## src/hdl/assert_macros.svh

```systemverilog
// Assertion macros for the RTL; included by the controller (rsfd_ctrl).
`ifndef ASSERT_MACROS_SVH
`define ASSERT_MACROS_SVH

// Checked on every rising clock edge outside reset.
`define RSFD_ASSERT(label, prop, msg) \
   label: assert property (@(posedge clock) disable iff (reset) prop) \
      else $error(msg);

// Checked on every rising clock edge, reset included.
`define RSFD_ASSERT_ALWAYS(label, prop, msg) \
   label: assert property (@(posedge clock) prop) \
      else $error(msg);

`endif

```

## src/hdl/rsfd_pkg.sv

```systemverilog
// Types, constants and codes of the random storage fault decider.
package rsfd_pkg;

   localparam int COUNT_W   = 32;
   localparam int STATE_W   = 64;
   localparam int HALF_W    = STATE_W / 2;
   localparam int RATE_W    = 54;
   localparam int DRAW_DROP = 11;
   localparam int CSR_IDX_W = 8;

   localparam int MIX_SHIFT_0 = 30;
   localparam int MIX_SHIFT_1 = 27;
   localparam int MIX_SHIFT_2 = 31;

   localparam logic [STATE_W-1:0] GOLDEN_STEP = 64'h9e37_79b9_7f4a_7c15;
   localparam logic [STATE_W-1:0] MIX_MUL_A   = 64'hbf58_476d_1ce4_e5b9;
   localparam logic [STATE_W-1:0] MIX_MUL_B   = 64'h94d0_49bb_1331_11eb;

   typedef enum logic [CSR_IDX_W-1:0] {
      CSR_SEED          = 8'd0,
      CSR_SYNC_RATE     = 8'd1,
      CSR_WR_FAULT_RATE = 8'd2,
      CSR_PARTIAL_RATE  = 8'd3
   } csr_index_type;

   typedef enum logic [1:0] {
      VERDICT_PASS    = 2'd0,
      VERDICT_FAIL    = 2'd1,
      VERDICT_PARTIAL = 2'd2
   } verdict_type;

   typedef enum logic [1:0] {
      TRIAL_SYNC,
      TRIAL_WRITE,
      TRIAL_TRUNC
   } trial_type;

   typedef enum logic [2:0] {
      DP_NOP,
      DP_LOAD,
      DP_ADVANCE,
      DP_MUL_A,
      DP_MIX_A,
      DP_MUL_B,
      DP_MIX_B,
      DP_RESULT
   } dp_op_type;

   typedef struct packed {
      dp_op_type   op;
      trial_type   trial;
      verdict_type verdict;
   } dp_cmd_type;

   typedef struct packed {
      logic operation;
      logic count_gt1;
      logic rate_zero;
      logic rate_full;
      logic fire;
      logic mul_done;
   } dp_status_type;

endpackage

```

## src/hdl/rsfd_channels_if.sv

```systemverilog
// Handshake channel interfaces: request, response and register write.
interface rsfd_req_if import rsfd_pkg::*; ();
   logic               valid;
   logic               ready;
   logic               operation;
   logic [COUNT_W-1:0] byte_count;

   modport source (output valid, operation, byte_count, input ready);
   modport sink   (input valid, operation, byte_count, output ready);
endinterface

interface rsfd_rsp_if import rsfd_pkg::*; ();
   logic               valid;
   logic               ready;
   logic [1:0]         verdict;
   logic [COUNT_W-1:0] forward_count;

   modport source (output valid, verdict, forward_count, input ready);
   modport sink   (input valid, verdict, forward_count, output ready);
endinterface

interface rsfd_csr_if import rsfd_pkg::*; ();
   logic                 valid;
   logic                 ready;
   logic [CSR_IDX_W-1:0] index;
   logic [STATE_W-1:0]   data;

   modport source (output valid, index, data, input ready);
   modport sink   (input valid, index, data, output ready);
endinterface

```

## src/hdl/random_storage_fault_decider.sv

```systemverilog
// Top level of the random storage fault decider: channels, controller and datapath.
// A trial whose rate is zero or full scale settles without a draw; any other trial takes one
// draw, which runs two chained 64-bit multiplies on the shared 32x32 multiplier. A faulting
// write adds a truncation trial. A new request is taken only after the previous response
// has been registered.
// Reset (synchronous, active high) clears generator state, rates and control at once.
module random_storage_fault_decider import rsfd_pkg::*; (
   input  logic  clock,
   input  logic  reset,
   rsfd_req_if.sink   req_chan,
   rsfd_rsp_if.source rsp_chan,
   rsfd_csr_if.sink   csr_chan
);

   dp_cmd_type    cmd;
   dp_status_type status;
   logic          csr_write;

   // Register writes are always taken; they load the datapath directly.
   // A seed write replaces the generator state; rate writes keep 54 bits.
   assign csr_chan.ready = 1'b1;
   assign csr_write      = csr_chan.valid && csr_chan.ready;

   // Controller: one request transaction at a time. Ready only in its idle
   // state; a finished response sits in the output registers, so the next
   // request is taken while that response still waits for the sink.
   rsfd_ctrl u_ctrl (
      .clock     (clock),
      .reset     (reset),
      .req_valid (req_chan.valid),
      .req_ready (req_chan.ready),
      .rsp_valid (rsp_chan.valid),
      .rsp_ready (rsp_chan.ready),
      .status    (status),
      .cmd       (cmd)
   );

   // Datapath: SplitMix64 state, mixing steps, rate compare and the
   // response registers (verdict and forwarded byte count).
   rsfd_dpath u_dpath (
      .clock             (clock),
      .reset             (reset),
      .req_operation     (req_chan.operation),
      .req_byte_count    (req_chan.byte_count),
      .csr_write         (csr_write),
      .csr_index         (csr_chan.index),
      .csr_data          (csr_chan.data),
      .cmd               (cmd),
      .status            (status),
      .rsp_verdict       (rsp_chan.verdict),
      .rsp_forward_count (rsp_chan.forward_count)
   );

endmodule

```

## src/hdl/rsfd_mul.sv

```systemverilog
// Iterative 64x64 low-half multiplier built on one 32x32 multiplier.
module rsfd_mul import rsfd_pkg::*; (
   input  logic               clock,
   input  logic               reset,
   input  logic               start,
   input  logic [STATE_W-1:0] a_data,
   input  logic [STATE_W-1:0] b_data,
   output logic               done,
   output logic [STATE_W-1:0] product
);

   typedef enum logic [1:0] {
      PH_LL,
      PH_LH,
      PH_HL,
      PH_ACC
   } phase_type;

   logic               busy_ff, busy_in;
   logic               done_ff, done_in;
   phase_type          phase_ff, phase_in;
   logic [STATE_W-1:0] a_ff, a_in;
   logic [STATE_W-1:0] b_ff, b_in;
   logic [STATE_W-1:0] prod_ff, prod_in;
   logic [STATE_W-1:0] acc_ff, acc_in;
   logic [HALF_W-1:0]  mul_x, mul_y;

   // partial product order: lo*lo, lo(a)*hi(b), hi(a)*lo(b)
   always_comb begin
      mul_x   = (phase_ff == PH_HL) ? a_ff[STATE_W-1:HALF_W] : a_ff[HALF_W-1:0];
      mul_y   = (phase_ff == PH_LH) ? b_ff[STATE_W-1:HALF_W] : b_ff[HALF_W-1:0];
      prod_in = STATE_W'(mul_x) * STATE_W'(mul_y);
   end

   always_comb begin
      busy_in  = busy_ff;
      done_in  = 1'b0;
      phase_in = phase_ff;
      a_in     = a_ff;
      b_in     = b_ff;
      acc_in   = acc_ff;
      if (start) begin
         busy_in  = 1'b1;
         phase_in = PH_LL;
         a_in     = a_data;
         b_in     = b_data;
      end else if (busy_ff) begin
         case (phase_ff)
            PH_LL: begin
               phase_in = PH_LH;
            end
            PH_LH: begin
               acc_in   = prod_ff;
               phase_in = PH_HL;
            end
            PH_HL: begin
               acc_in   = acc_ff + {prod_ff[HALF_W-1:0], {HALF_W{1'b0}}};
               phase_in = PH_ACC;
            end
            default: begin
               acc_in   = acc_ff + {prod_ff[HALF_W-1:0], {HALF_W{1'b0}}};
               phase_in = PH_LL;
               busy_in  = 1'b0;
               done_in  = 1'b1;
            end
         endcase
      end
   end

   always_ff @(posedge clock) begin
      if (reset) begin
         busy_ff  <= 1'b0;
         done_ff  <= 1'b0;
         phase_ff <= PH_LL;
      end else begin
         busy_ff  <= busy_in;
         done_ff  <= done_in;
         phase_ff <= phase_in;
      end
   end

   always_ff @(posedge clock) begin
      a_ff    <= a_in;
      b_ff    <= b_in;
      prod_ff <= prod_in;
      acc_ff  <= acc_in;
   end

   assign done    = done_ff;
   assign product = acc_ff;

endmodule

```

## src/hdl/rsfd_dpath.sv

```systemverilog
// Datapath: generator state, rate registers, mixing steps and result registers.
module rsfd_dpath import rsfd_pkg::*; (
   input  logic                 clock,
   input  logic                 reset,
   input  logic                 req_operation,
   input  logic [COUNT_W-1:0]   req_byte_count,
   input  logic                 csr_write,
   input  logic [CSR_IDX_W-1:0] csr_index,
   input  logic [STATE_W-1:0]   csr_data,
   input  dp_cmd_type           cmd,
   output dp_status_type        status,
   output logic [1:0]           rsp_verdict,
   output logic [COUNT_W-1:0]   rsp_forward_count
);

   logic [STATE_W-1:0] state_ff, state_in;
   logic [STATE_W-1:0] z_ff, z_in;
   logic [RATE_W-1:0]  sync_rate_ff, sync_rate_in;
   logic [RATE_W-1:0]  wr_fault_rate_ff, wr_fault_rate_in;
   logic [RATE_W-1:0]  partial_rate_ff, partial_rate_in;
   logic               operation_ff, operation_in;
   logic [COUNT_W-1:0] count_ff, count_in;
   logic [1:0]         verdict_ff, verdict_in;
   logic [COUNT_W-1:0] fwd_ff, fwd_in;

   logic [STATE_W-1:0] advanced;
   logic [STATE_W-1:0] mul_product;
   logic               mul_done;
   logic               mul_start;
   logic [STATE_W-1:0] mul_const;
   logic [RATE_W-1:0]  sel_rate;

   assign mul_start = (cmd.op == DP_MUL_A) || (cmd.op == DP_MUL_B);
   assign mul_const = (cmd.op == DP_MUL_B) ? MIX_MUL_B : MIX_MUL_A;

   rsfd_mul u_mul (
      .clock   (clock),
      .reset   (reset),
      .start   (mul_start),
      .a_data  (z_ff),
      .b_data  (mul_const),
      .done    (mul_done),
      .product (mul_product)
   );

   always_comb begin
      case (cmd.trial)
         TRIAL_SYNC:  sel_rate = sync_rate_ff;
         TRIAL_WRITE: sel_rate = wr_fault_rate_ff;
         default:     sel_rate = partial_rate_ff;
      endcase
   end

   // top 53 bits of the mixed word against the selected rate
   always_comb begin
      status.operation = operation_ff;
      status.count_gt1 = |count_ff[COUNT_W-1:1];
      status.rate_zero = (sel_rate == '0);
      status.rate_full = sel_rate[RATE_W-1];
      status.fire      = {1'b0, z_ff[STATE_W-1:DRAW_DROP]} < sel_rate;
      status.mul_done  = mul_done;
   end

   assign advanced = state_ff + GOLDEN_STEP;

   always_comb begin
      state_in         = state_ff;
      z_in             = z_ff;
      sync_rate_in     = sync_rate_ff;
      wr_fault_rate_in = wr_fault_rate_ff;
      partial_rate_in  = partial_rate_ff;
      operation_in     = operation_ff;
      count_in         = count_ff;
      verdict_in       = verdict_ff;
      fwd_in           = fwd_ff;

      case (cmd.op)
         DP_LOAD: begin
            operation_in = req_operation;
            count_in     = req_byte_count;
         end
         DP_ADVANCE: begin
            state_in = advanced;
            z_in     = advanced ^ (advanced >> MIX_SHIFT_0);
         end
         DP_MIX_A: begin
            z_in = mul_product ^ (mul_product >> MIX_SHIFT_1);
         end
         DP_MIX_B: begin
            z_in = mul_product ^ (mul_product >> MIX_SHIFT_2);
         end
         DP_RESULT: begin
            verdict_in = cmd.verdict;
            case (cmd.verdict)
               VERDICT_PASS:    fwd_in = operation_ff ? count_ff : '0;
               VERDICT_PARTIAL: fwd_in = count_ff >> 1;
               default:         fwd_in = '0;
            endcase
         end
         default: begin
         end
      endcase

      // register writes must arrive only while idle; the block itself does not enforce this
      if (csr_write) begin
         case (csr_index)
            CSR_SEED:          state_in         = csr_data;
            CSR_SYNC_RATE:     sync_rate_in     = csr_data[RATE_W-1:0];
            CSR_WR_FAULT_RATE: wr_fault_rate_in = csr_data[RATE_W-1:0];
            CSR_PARTIAL_RATE:  partial_rate_in  = csr_data[RATE_W-1:0];
            default: begin
            end
         endcase
      end
   end

   always_ff @(posedge clock) begin
      if (reset) begin
         state_ff         <= '0;
         sync_rate_ff     <= '0;
         wr_fault_rate_ff <= '0;
         partial_rate_ff  <= '0;
      end else begin
         state_ff         <= state_in;
         sync_rate_ff     <= sync_rate_in;
         wr_fault_rate_ff <= wr_fault_rate_in;
         partial_rate_ff  <= partial_rate_in;
      end
   end

   always_ff @(posedge clock) begin
      z_ff         <= z_in;
      operation_ff <= operation_in;
      count_ff     <= count_in;
      verdict_ff   <= verdict_in;
      fwd_ff       <= fwd_in;
   end

   assign rsp_verdict       = verdict_ff;
   assign rsp_forward_count = fwd_ff;

endmodule

```

## src/hdl/rsfd_ctrl.sv

```systemverilog
// Controller: sequences trials and draws, resolves the verdict, owns handshakes.
`include "assert_macros.svh"

module rsfd_ctrl import rsfd_pkg::*; (
   input  logic          clock,
   input  logic          reset,
   input  logic          req_valid,
   output logic          req_ready,
   output logic          rsp_valid,
   input  logic          rsp_ready,
   input  dp_status_type status,
   output dp_cmd_type    cmd
);

   typedef enum logic [3:0] {
      S_IDLE,
      S_START,
      S_DECIDE,
      S_ADVANCE,
      S_MUL_A,
      S_WAIT_A,
      S_MUL_B,
      S_WAIT_B,
      S_CMP,
      S_EMIT
   } state_type;

   state_type   state_ff, state_in;
   trial_type   trial_ff, trial_in;
   verdict_type verdict_ff, verdict_in;
   logic        rsp_valid_ff, rsp_valid_in;
   logic        resolve;
   logic        outcome;
   logic        in_mul_wait;
   logic        trunc_active;
   logic        emit_pending;
   logic        ctrl_idle;

   always_comb begin
      state_in     = state_ff;
      trial_in     = trial_ff;
      verdict_in   = verdict_ff;
      rsp_valid_in = rsp_valid_ff && !rsp_ready;
      cmd.op       = DP_NOP;
      cmd.trial    = trial_ff;
      cmd.verdict  = verdict_ff;
      resolve      = 1'b0;
      outcome      = 1'b0;

      case (state_ff)
         S_IDLE: begin
            if (req_valid) begin
               cmd.op   = DP_LOAD;
               state_in = S_START;
            end
         end
         S_START: begin
            trial_in = status.operation ? TRIAL_WRITE : TRIAL_SYNC;
            state_in = S_DECIDE;
         end
         S_DECIDE: begin
            // extreme rates settle without a draw
            if (status.rate_zero || status.rate_full) begin
               resolve = 1'b1;
               outcome = status.rate_full;
            end else begin
               state_in = S_ADVANCE;
            end
         end
         S_ADVANCE: begin
            cmd.op   = DP_ADVANCE;
            state_in = S_MUL_A;
         end
         S_MUL_A: begin
            cmd.op   = DP_MUL_A;
            state_in = S_WAIT_A;
         end
         S_WAIT_A: begin
            if (status.mul_done) begin
               cmd.op   = DP_MIX_A;
               state_in = S_MUL_B;
            end
         end
         S_MUL_B: begin
            cmd.op   = DP_MUL_B;
            state_in = S_WAIT_B;
         end
         S_WAIT_B: begin
            if (status.mul_done) begin
               cmd.op   = DP_MIX_B;
               state_in = S_CMP;
            end
         end
         S_CMP: begin
            resolve = 1'b1;
            outcome = status.fire;
         end
         S_EMIT: begin
            if (!rsp_valid_ff || rsp_ready) begin
               cmd.op       = DP_RESULT;
               rsp_valid_in = 1'b1;
               state_in     = S_IDLE;
            end
         end
         default: begin
            state_in = S_IDLE;
         end
      endcase

      if (resolve) begin
         case (trial_ff)
            TRIAL_SYNC: begin
               verdict_in = outcome ? VERDICT_FAIL : VERDICT_PASS;
               state_in   = S_EMIT;
            end
            TRIAL_WRITE: begin
               if (outcome) begin
                  trial_in = TRIAL_TRUNC;
                  state_in = S_DECIDE;
               end else begin
                  verdict_in = VERDICT_PASS;
                  state_in   = S_EMIT;
               end
            end
            default: begin
               verdict_in = (outcome && status.count_gt1) ? VERDICT_PARTIAL : VERDICT_FAIL;
               state_in   = S_EMIT;
            end
         endcase
      end
   end

   always_ff @(posedge clock) begin
      if (reset) begin
         state_ff     <= S_IDLE;
         trial_ff     <= TRIAL_SYNC;
         verdict_ff   <= VERDICT_PASS;
         rsp_valid_ff <= 1'b0;
      end else begin
         state_ff     <= state_in;
         trial_ff     <= trial_in;
         verdict_ff   <= verdict_in;
         rsp_valid_ff <= rsp_valid_in;
      end
   end

   assign req_ready = (state_ff == S_IDLE);
   assign rsp_valid = rsp_valid_ff;

   assign in_mul_wait  = (state_ff == S_WAIT_A) || (state_ff == S_WAIT_B);
   assign trunc_active = (trial_ff == TRIAL_TRUNC) && (state_ff != S_IDLE)
                         && (state_ff != S_START);
   assign emit_pending = (state_ff == S_EMIT) && rsp_valid_ff;
   assign ctrl_idle    = (state_ff == S_IDLE) && !rsp_valid_ff;

   `RSFD_ASSERT(a_mul_done_in_wait, status.mul_done |-> in_mul_wait, "multiplier done outside wait")
   `RSFD_ASSERT(a_trunc_only_write, trunc_active |-> status.operation, "truncation trial on a sync")
   `RSFD_ASSERT(a_emit_holds, (emit_pending && !rsp_ready) |=> emit_pending, "pending response lost")
   `RSFD_ASSERT_ALWAYS(a_reset_idle, $past(reset) |-> ctrl_idle, "controller not idle after reset")

endmodule

```

## src/flat_wrapper.sv

```systemverilog
// flat-port wrapper written by rule: the top's interface ports become plain ports
module random_storage_fault_decider_flat import rsfd_pkg::*;
  (clock, reset, req_chan_valid, req_chan_operation, req_chan_byte_count, req_chan_ready, rsp_chan_valid, rsp_chan_verdict, rsp_chan_forward_count, rsp_chan_ready, csr_chan_valid, csr_chan_index, csr_chan_data, csr_chan_ready);
  rsfd_req_if req_chan_i ();
  rsfd_rsp_if rsp_chan_i ();
  rsfd_csr_if csr_chan_i ();
  input  logic clock;
  input  logic reset;
  input wire logic [$bits(req_chan_i.valid)-1:0] req_chan_valid;
  input wire logic [$bits(req_chan_i.operation)-1:0] req_chan_operation;
  input wire logic [$bits(req_chan_i.byte_count)-1:0] req_chan_byte_count;
  output wire logic [$bits(req_chan_i.ready)-1:0] req_chan_ready;
  output wire logic [$bits(rsp_chan_i.valid)-1:0] rsp_chan_valid;
  output wire logic [$bits(rsp_chan_i.verdict)-1:0] rsp_chan_verdict;
  output wire logic [$bits(rsp_chan_i.forward_count)-1:0] rsp_chan_forward_count;
  input wire logic [$bits(rsp_chan_i.ready)-1:0] rsp_chan_ready;
  input wire logic [$bits(csr_chan_i.valid)-1:0] csr_chan_valid;
  input wire logic [$bits(csr_chan_i.index)-1:0] csr_chan_index;
  input wire logic [$bits(csr_chan_i.data)-1:0] csr_chan_data;
  output wire logic [$bits(csr_chan_i.ready)-1:0] csr_chan_ready;
  assign req_chan_i.valid = req_chan_valid;
  assign req_chan_i.operation = req_chan_operation;
  assign req_chan_i.byte_count = req_chan_byte_count;
  assign req_chan_ready = req_chan_i.ready;
  assign rsp_chan_valid = rsp_chan_i.valid;
  assign rsp_chan_verdict = rsp_chan_i.verdict;
  assign rsp_chan_forward_count = rsp_chan_i.forward_count;
  assign rsp_chan_i.ready = rsp_chan_ready;
  assign csr_chan_i.valid = csr_chan_valid;
  assign csr_chan_i.index = csr_chan_index;
  assign csr_chan_i.data = csr_chan_data;
  assign csr_chan_ready = csr_chan_i.ready;
  random_storage_fault_decider u_core (.clock(clock), .reset(reset), .req_chan(req_chan_i), .rsp_chan(rsp_chan_i), .csr_chan(csr_chan_i));
endmodule
```

## config.mk

```make
export PLATFORM = sky130hd
export DESIGN_NAME = random_storage_fault_decider_flat
export DESIGN_NICKNAME = d
export VERILOG_FILES = /design/src/hdl/rsfd_pkg.sv /design/src/hdl/rsfd_channels_if.sv /design/src/hdl/random_storage_fault_decider.sv /design/src/hdl/rsfd_mul.sv /design/src/hdl/rsfd_dpath.sv /design/src/hdl/rsfd_ctrl.sv /design/src/flat_wrapper.sv
export VERILOG_INCLUDE_DIRS = /design/src /design/src/hdl
export SDC_FILE = /design/constraint.sdc
export NUM_CORES = 2
export LEC_CHECK = 0
export BUFFER_PORTS_ARGS = -buffer_cell sky130_fd_sc_hd__buf_2
export CORE_ASPECT_RATIO = 0.75
export CORE_MARGIN = 2
export CORE_UTILIZATION = 35
export CTS_CLUSTER_SIZE = 28
export DETAILED_ROUTE_END_ITERATION = 10
export PLACE_DENSITY_LB_ADDON = 0.08
export SLEW_MARGIN = 5
export SYNTH_ARGS = -nofsm -noshare
export SYNTH_HDL_FRONTEND = slang
export SYNTH_HIERARCHICAL = 1
export SYNTH_SLANG_ARGS = --single-unit
```

## constraint.sdc

```tcl
create_clock -name clock -period 14.3 [get_ports clock]
set_input_delay 3.575 -clock clock [delete_from_list [all_inputs] [get_ports clock]]
set_output_delay 3.575 -clock clock [all_outputs]
set_load 0.05 [all_outputs]
```

Yosys cells after proc, flatten, opt, wreduce, memory -nomap -nowiden

Index checks and enable logic that the tools add are counted.

Register bits after elaboration: 626
Input port bits: 110
Output and inout bits: 37
Word-level logic and storage cells: 129

$add $sub $neg: 2
$mul: 1
$lt $le $gt $ge: 1
Equal/unequal tests: 30
Mux-type cells: 45
Bitwise logic cells: 6
Reductions and logical operators: 24

Operator list:

| cell                   | count |
|---|---|
| $mux 64                | 3 |
| $pmux 64 s3            | 1 |
| $pmux 64 s2            | 1 |
| $pmux 54 s2            | 1 |
| $mux 32                | 3 |
| $add 64x64->64         | 1 |
| $add 64x64->64 const B | 1 |
| $mul 32x32->64         | 1 |
| $pmux 32 s2            | 1 |
| $xor 64x33->64         | 1 |
| $xor 64x34->64         | 1 |
| $xor 64x37->64         | 1 |
| $mux 62                | 1 |
| $logic_not 54->1       | 1 |
| $lt 53x54->1           | 1 |
| $pmux 4 s10            | 1 |
| $mux 4                 | 8 |
| $reduce_or 31->1       | 1 |
| $pmux 3 s7             | 1 |
| $eq 4x3->1 const B     | 4 |
| $eq 8x2->1 const B     | 2 |
| $eq 3x3->1 const B     | 4 |
| $mux 2                 | 6 |
| $mux 1                 | 11 |
| other kinds (28)       | 52 |

Longest topological paths before layout

Depth after elaboration: 9
Gate-level depth with buffers: 33

Hierarchy

The synthesis kept the hierarchy.

By module, submodules not included:

| module                       | instances | cells each | area an instance (µm²) | seq. area each (µm²) |
|---|---|---|---|---|
| rsfd_mul                     | 1         | 4427       | 42625.9                | 7126.8 |
| rsfd_dpath                   | 1         | 2118       | 18640.4                | 8458.1 |
| rsfd_ctrl                    | 1         | 91         | 728.2                  | 180.2 |
| random_storage_fault_decider | 1         | 2          | 11.3                   | 0.0 |

Worst setup path before layout

OpenSTA, ideal clock, no wires.

Path kind: input to register
Start: input rsp_chan_ready
End: register u_core.u_dpath.u_mul.acc_ff[0], in the netlist u_core/u_dpath/u_mul/product[0] (enable)
Setup time: 0.406 ns
Arrival time: 10.740 ns
Required time: 13.894 ns
Setup slack: 3.154 ns
Stages on the path: 9
Cell sequence: nand2b_1 > a32oi_1 > o22ai_1 > clkbuf_1 > clkbuf_1 > xor2_1 > and2_1 > nor3b_1 > and2_1

RTL lines:

| element              | line               | text |
|---|---|---|
| start, declared      | flat_wrapper.sv:16 | `input wire logic [$bits(rsp_chan_i.ready)-1:0] rsp_chan_ready;` |
| end signal, assigned | rsfd_mul.sv:86     | `acc_ff <= acc_in;` |
| end, declared        | rsfd_mul.sv:25     | `logic [STATE_W-1:0] acc_ff, acc_in;` |

Final worst setup path

Start: register u_core.u_dpath.u_mul.phase_ff[0]
End: register u_core.u_dpath.u_mul.prod_ff[63]

Longest elaborated chain between the ends: 3

RTL lines:

| element                                    | line                           | text |
|---|---|---|
| start, declared                            | rsfd_mul.sv:21                 | `phase_type phase_ff, phase_in;` |
| start signal, assigned                     | rsfd_mul.sv:78                 | `phase_ff <= phase_in;` |
| $eq 2x2->1 or $eq 2x1->1 (tied branches)   | rsfd_mul.sv:30, rsfd_mul.sv:31 |  |
| $mux 32 (on tied branches)                 | rsfd_mul.sv:30, rsfd_mul.sv:31 |  |
| $mul 32x32->64 *                           | rsfd_mul.sv:32                 | `prod_in = STATE_W'(mul_x) * STATE_W'(mul_y);` |
| named net u_core.u_dpath.u_mul.prod_in[63] | rsfd_mul.sv:24                 | `logic [STATE_W-1:0] prod_ff, prod_in;` |
| end signal, assigned                       | rsfd_mul.sv:85                 | `prod_ff <= prod_in;` |
| end, declared                              | rsfd_mul.sv:24                 |  |

The timed path passes the listed nets; every way through them passes the cells marked *.
A chain may end at the register's enable or synchronous reset.

==> run_summary.xml <==
<?xml version="1.0" encoding="UTF-8"?>
<metrics>
  <group name="synthesis">
    <metric name="synth-edff-count" unit="">323</metric>
    <metric name="yosys_most_used_dff" unit="">sky130_fd_sc_hd__edfxtp_1</metric>
    <metric name="yosysTopAreaCellShare" unit="%">29.0</metric>
    <metric name="synth_most_common_cell" unit="">sky130_fd_sc_hd__nand2_1</metric>
    <metric name="yosysWarningCount" unit="">6</metric>
    <metric name="area_leader_netlist" unit="">sky130_fd_sc_hd__fa_1</metric>
    <metric name="ys_async_sr_fraction" unit="%">0</metric>
    <metric name="post_synth.cell_area_avg" unit="um^2">9.34</metric>
    <metric name="syn-cell-area" unit="um^2">62000</metric>
    <metric name="post_synth_main_area_contributors" unit="">sky130_fd_sc_hd__fa_1 (29%), sky130_fd_sc_hd__edfxtp_1 (16%), sky130_fd_sc_hd__dfxtp_1 (9.8%)</metric>
    <metric name="synth_top_cells_by_count" unit="">sky130_fd_sc_hd__nand2_1 (961), sky130_fd_sc_hd__fa_1 (897), sky130_fd_sc_hd__inv_1 (882)</metric>
    <metric name="yosys.cell_types.count" unit="">95</metric>
    <metric name="synth.ff_latch_count" unit="">626</metric>
    <metric name="synth_cells" unit="">6638</metric>
    <metric name="seq_area_frac_synth" unit="%">25.4</metric>
  </group>
  <group name="floorplanning">
    <metric name="chipHeight" unit="um">369</metric>
    <metric name="floorplan.initialDensity" unit="%">35.3</metric>
    <metric name="design.die.area" unit="um^2">181000</metric>
    <metric name="fp.coreArea" unit="um^2">176000</metric>
    <metric name="io_pins" unit="">147</metric>
    <metric name="chip_width" unit="um">490</metric>
    <metric name="placement_rows" unit="">133</metric>
  </group>
  <group name="placement">
    <metric name="globalplace.congestion" unit="">0.941</metric>
    <metric name="buffer_ports.inserted" unit="">145</metric>
    <metric name="half_perimeter_wire_length_after_placement" unit="um">186000</metric>
  </group>
  <group name="detailed_routing">
    <metric name="detailedRoute.firstPassIterationCount" unit="">6</metric>
    <metric name="totalWireLength" unit="um">238000</metric>
    <metric name="drtAntennaViolNets" unit="">0</metric>
    <metric name="vias" unit="">47900</metric>
    <metric name="number_of_violations_reported_at_the_end_of_detailed_routing_iteration_0" unit="">4637</metric>
    <metric name="drt-wirelength-per-cell" unit="um">26.2</metric>
    <metric name="post-route-drc-count" unit="">0</metric>
    <metric name="via_per_inst" unit="">5.28</metric>
  </group>
  <group name="clocking">
    <metric name="cts_tree" unit="">yes</metric>
    <metric name="cts_buffers" unit="">76</metric>
    <metric name="post-cts-setup-buffer-count" unit="">0</metric>
    <metric name="ctsHoldBuffers" unit="">0</metric>
    <metric name="ctsRootBufferMaster" unit="">sky130_fd_sc_hd__clkbuf_16</metric>
    <metric name="cts-root-to-sink-buffers" unit="">3</metric>
    <metric name="ctsResizeCount" unit="">0</metric>
    <metric name="clock_tree.htree_level_count" unit="">3</metric>
    <metric name="numClockSinks" unit="">626</metric>
    <metric name="cts.clk_slew.worst_paths" unit="ps">60</metric>
    <metric name="clk_latency" unit="ps">700</metric>
  </group>
  <group name="setup_path">
    <metric name="timing.critical_path.required" unit="ps">14910</metric>
    <metric name="critical_path.max_fanout" unit="">46</metric>
    <metric name="worst_setup_path_end_kind" unit="">flip-flop</metric>
    <metric name="timing.critical_path.from_type" unit="">flip-flop</metric>
    <metric name="arrival" unit="ps">11270</metric>
    <metric name="crit_path_frequent_cell" unit="">sky130_fd_sc_hd__fa_1</metric>
    <metric name="timing.rr.start" unit="">u_core/u_dpath/u_mul/phase_ff[0]$_SDFFE_PP0P_</metric>
    <metric name="worstSetupStartpoint" unit="">u_core/u_dpath/u_mul/phase_ff[0]$_SDFFE_PP0P_</metric>
    <metric name="worstRegToRegCells" unit="">28</metric>
    <metric name="capture_point_of_the_worst_reg_to_reg_path" unit="">u_core/u_dpath/u_mul/prod_ff[63]$_DFF_P_</metric>
    <metric name="slowest_cell_on_the_critical_path" unit="">sky130_fd_sc_hd__mux2i_2</metric>
    <metric name="reg2reg_slack" unit="ps">3640</metric>
    <metric name="cp_slowest_stage_delay" unit="ps">1130</metric>
    <metric name="worst-setup-path-type" unit="">reg -&gt; reg</metric>
  </group>
  <group name="sta">
    <metric name="tns" unit="ps">0</metric>
    <metric name="worst_skew" unit="ps">38.8</metric>
    <metric name="worst_slew_margin_rel" unit="%">11.6</metric>
    <metric name="achievable-frequency" unit="MHz">93.8</metric>
    <metric name="setup_violations" unit="">0</metric>
    <metric name="tightest_slew" unit="ps">1300</metric>
    <metric name="rsz_0062_raised_after_global_routing" unit="">false</metric>
    <metric name="timing.final.max_slew_violations" unit="">0</metric>
    <metric name="period_share" unit="%">74.5</metric>
    <metric name="report.final.hold_viol_count" unit="">0</metric>
    <metric name="period_minus_slack" unit="ps">10660</metric>
  </group>
  <group name="layout">
    <metric name="fin_nets" unit="">7999</metric>
    <metric name="drive_gt1_share" unit="%">8.52</metric>
    <metric name="syn2layout_area_growth" unit="%">10.1</metric>
  </group>
  <group name="global_route">
    <metric name="number_of_global_route_vias_before_repair" unit="">47900</metric>
    <metric name="grt_first_pass_wirelength" unit="um">347000</metric>
    <metric name="antenna_found_initial" unit="">17</metric>
    <metric name="grt-ovfl-total" unit="">0</metric>
    <metric name="globalRouteTotalUtil" unit="%">26.4</metric>
    <metric name="grt_start_max_net_pins" unit="">98</metric>
  </group>
  <group name="worst_hold_path">
    <metric name="hold_path.startpoint" unit="">u_core/u_dpath/z_ff[7]$_DFFE_PP_</metric>
    <metric name="worst_hold_path_type" unit="">reg -&gt; reg</metric>
    <metric name="min_to" unit="">u_core/u_dpath/u_mul/a_ff[7]$_DFFE_PP_</metric>
    <metric name="worst_hold_path.num_cells" unit="">0</metric>
  </group>
  <group name="outcome">
    <metric name="status" unit="">finished, final reports clean</metric>
  </group>
  <group name="run">
    <metric name="maxCapViolCount" unit="">0</metric>
  </group>
</metrics>
[metrics by stage]
stage | hold slack [ps] | std cells | cell area, um^2 | worst slack [ps] | utilization (%)
after floorplan | 400 | 6669 | 62100 | 3150 | -
after global placement | 404 | 8925 | 65600 | 3790 | 37.4
after detailed placement | 405 | 8925 | 65600 | 3660 | 37.4
after CTS | 419 | 9065 | 68300 | 3610 | 38.9
after global routing | 432 | 9068 | 68300 | 3330 | 38.9
final | 420 | 9070 | 68300 | 3640 | 38.9
[per-layer routing]
layer	global-route usage, %	vias up	part of all wire, %
met4	4.76	6	1.7
li1	-	21200	-
met2	35.7	1776	39
met1	42.7	24700	51
met3	5.52	204	8.7
met5	0	-	0.017
[placed cells by master, fill, tap and decap left out, drive strengths merged, types with 18 or more instances in the layout]
cell type	count
a211oi	75
nand4	47
conb	34
clkinv	28
nand2b	31
buf	251
xor2	83
nor3	41
mux2i	156
mux2	69
a22o	33
fa	897
or3	24
nor4	29
clkbuf	93
edfxtp	323
ha	351
a21o	63
inv	887
o21ai	132
nor2b	22
xnor2	186
nand3	41
a21oi	392
o21bai	18
nand2	961
dfxtp	303
and2	47
nor2	859
[worst max-delay path: cells and delay by family (launching register included)]
family | cells | cell delay (ps)
XOR/XNOR | 1 | 130
multiplexers | 1 | 1130
adder cells (fa/ha/maj) | 10 | 4790
AO/OA/AOI/OAI | 3 | 840
AND/OR/NAND/NOR | 6 | 1730
flip-flops | 1 | 370
buffers and inverters | 7 | 1500
[layout make-up]
type | count | area (um^2)
fillers | 17700 | 107000
multi-input cells | 4803 | 42000
flip-flops and latches | 626 | 15800
inverters | 883 | 3310
well taps | 2362 | 2960
clock buffers | 93 | 2090
repair buffers | 251 | 1530
clock inverters | 47 | 574
diodes | 5 | 12.5
[how the worst max path moves through the flow]
stage               slack, ps                                         to  depth (start not counted)
floorplan                3150  u_core/u_dpath/u_mul/product[0]$_DFFE_PP_                          9
global placement         3790   u_core/u_dpath/u_mul/prod_ff[63]$_DFF_P_                         28
detailed placement       3660   u_core/u_dpath/u_mul/prod_ff[63]$_DFF_P_                         28
CTS                      3610   u_core/u_dpath/u_mul/prod_ff[63]$_DFF_P_                         28
global route             3330   u_core/u_dpath/u_mul/prod_ff[63]$_DFF_P_                         28
finish                   3640   u_core/u_dpath/u_mul/prod_ff[63]$_DFF_P_                         28
[state kept, by name, indices dropped and copies added, names as in the netlist, 2 cells and up]
| register | count |
|---|---|
| u_core/u_ctrl/trial_ff | 2 |
| u_core/u_dpath/wr_fault_rate_ff | 54 |
| u_core/u_dpath/u_mul/product | 64 |
| u_core/u_ctrl/verdict_ff | 2 |
| u_core/u_dpath/count_ff | 32 |
| u_core/u_dpath/partial_rate_ff | 54 |
| u_core/u_dpath/sync_rate_ff | 54 |
| u_core/u_dpath/z_ff | 64 |
| u_core/u_dpath/u_mul/a_ff | 64 |
| u_core/u_dpath/rsp_forward_count | 32 |
| u_core/u_dpath/u_mul/b_ff | 64 |
| u_core/u_dpath/u_mul/prod_ff | 64 |
| u_core/u_dpath/state_ff | 64 |
| u_core/u_ctrl/state_ff | 4 |
| u_core/u_dpath/rsp_verdict | 2 |
| u_core/u_dpath/u_mul/phase_ff | 2 |
[cell families (layout without fill, tap and decap cells)]
group,Yosys count,after routing,synth area share (%)
AND/OR/NAND/NOR,2167,2167,14.6
adder cells (fa/ha/maj),1248,1248,36.0
buffers and inverters,1240,1274,7.58
AO/OA/AOI/OAI,858,858,8.73
flip-flops,626,626,25.4
XOR/XNOR,271,271,3.87
multiplexers,225,225,3.77
other,3,39,0.0182
Power is left out: the tool's default activity adds up to more than one toggle a clock period on the data nets, which glitch-free logic cannot reach.
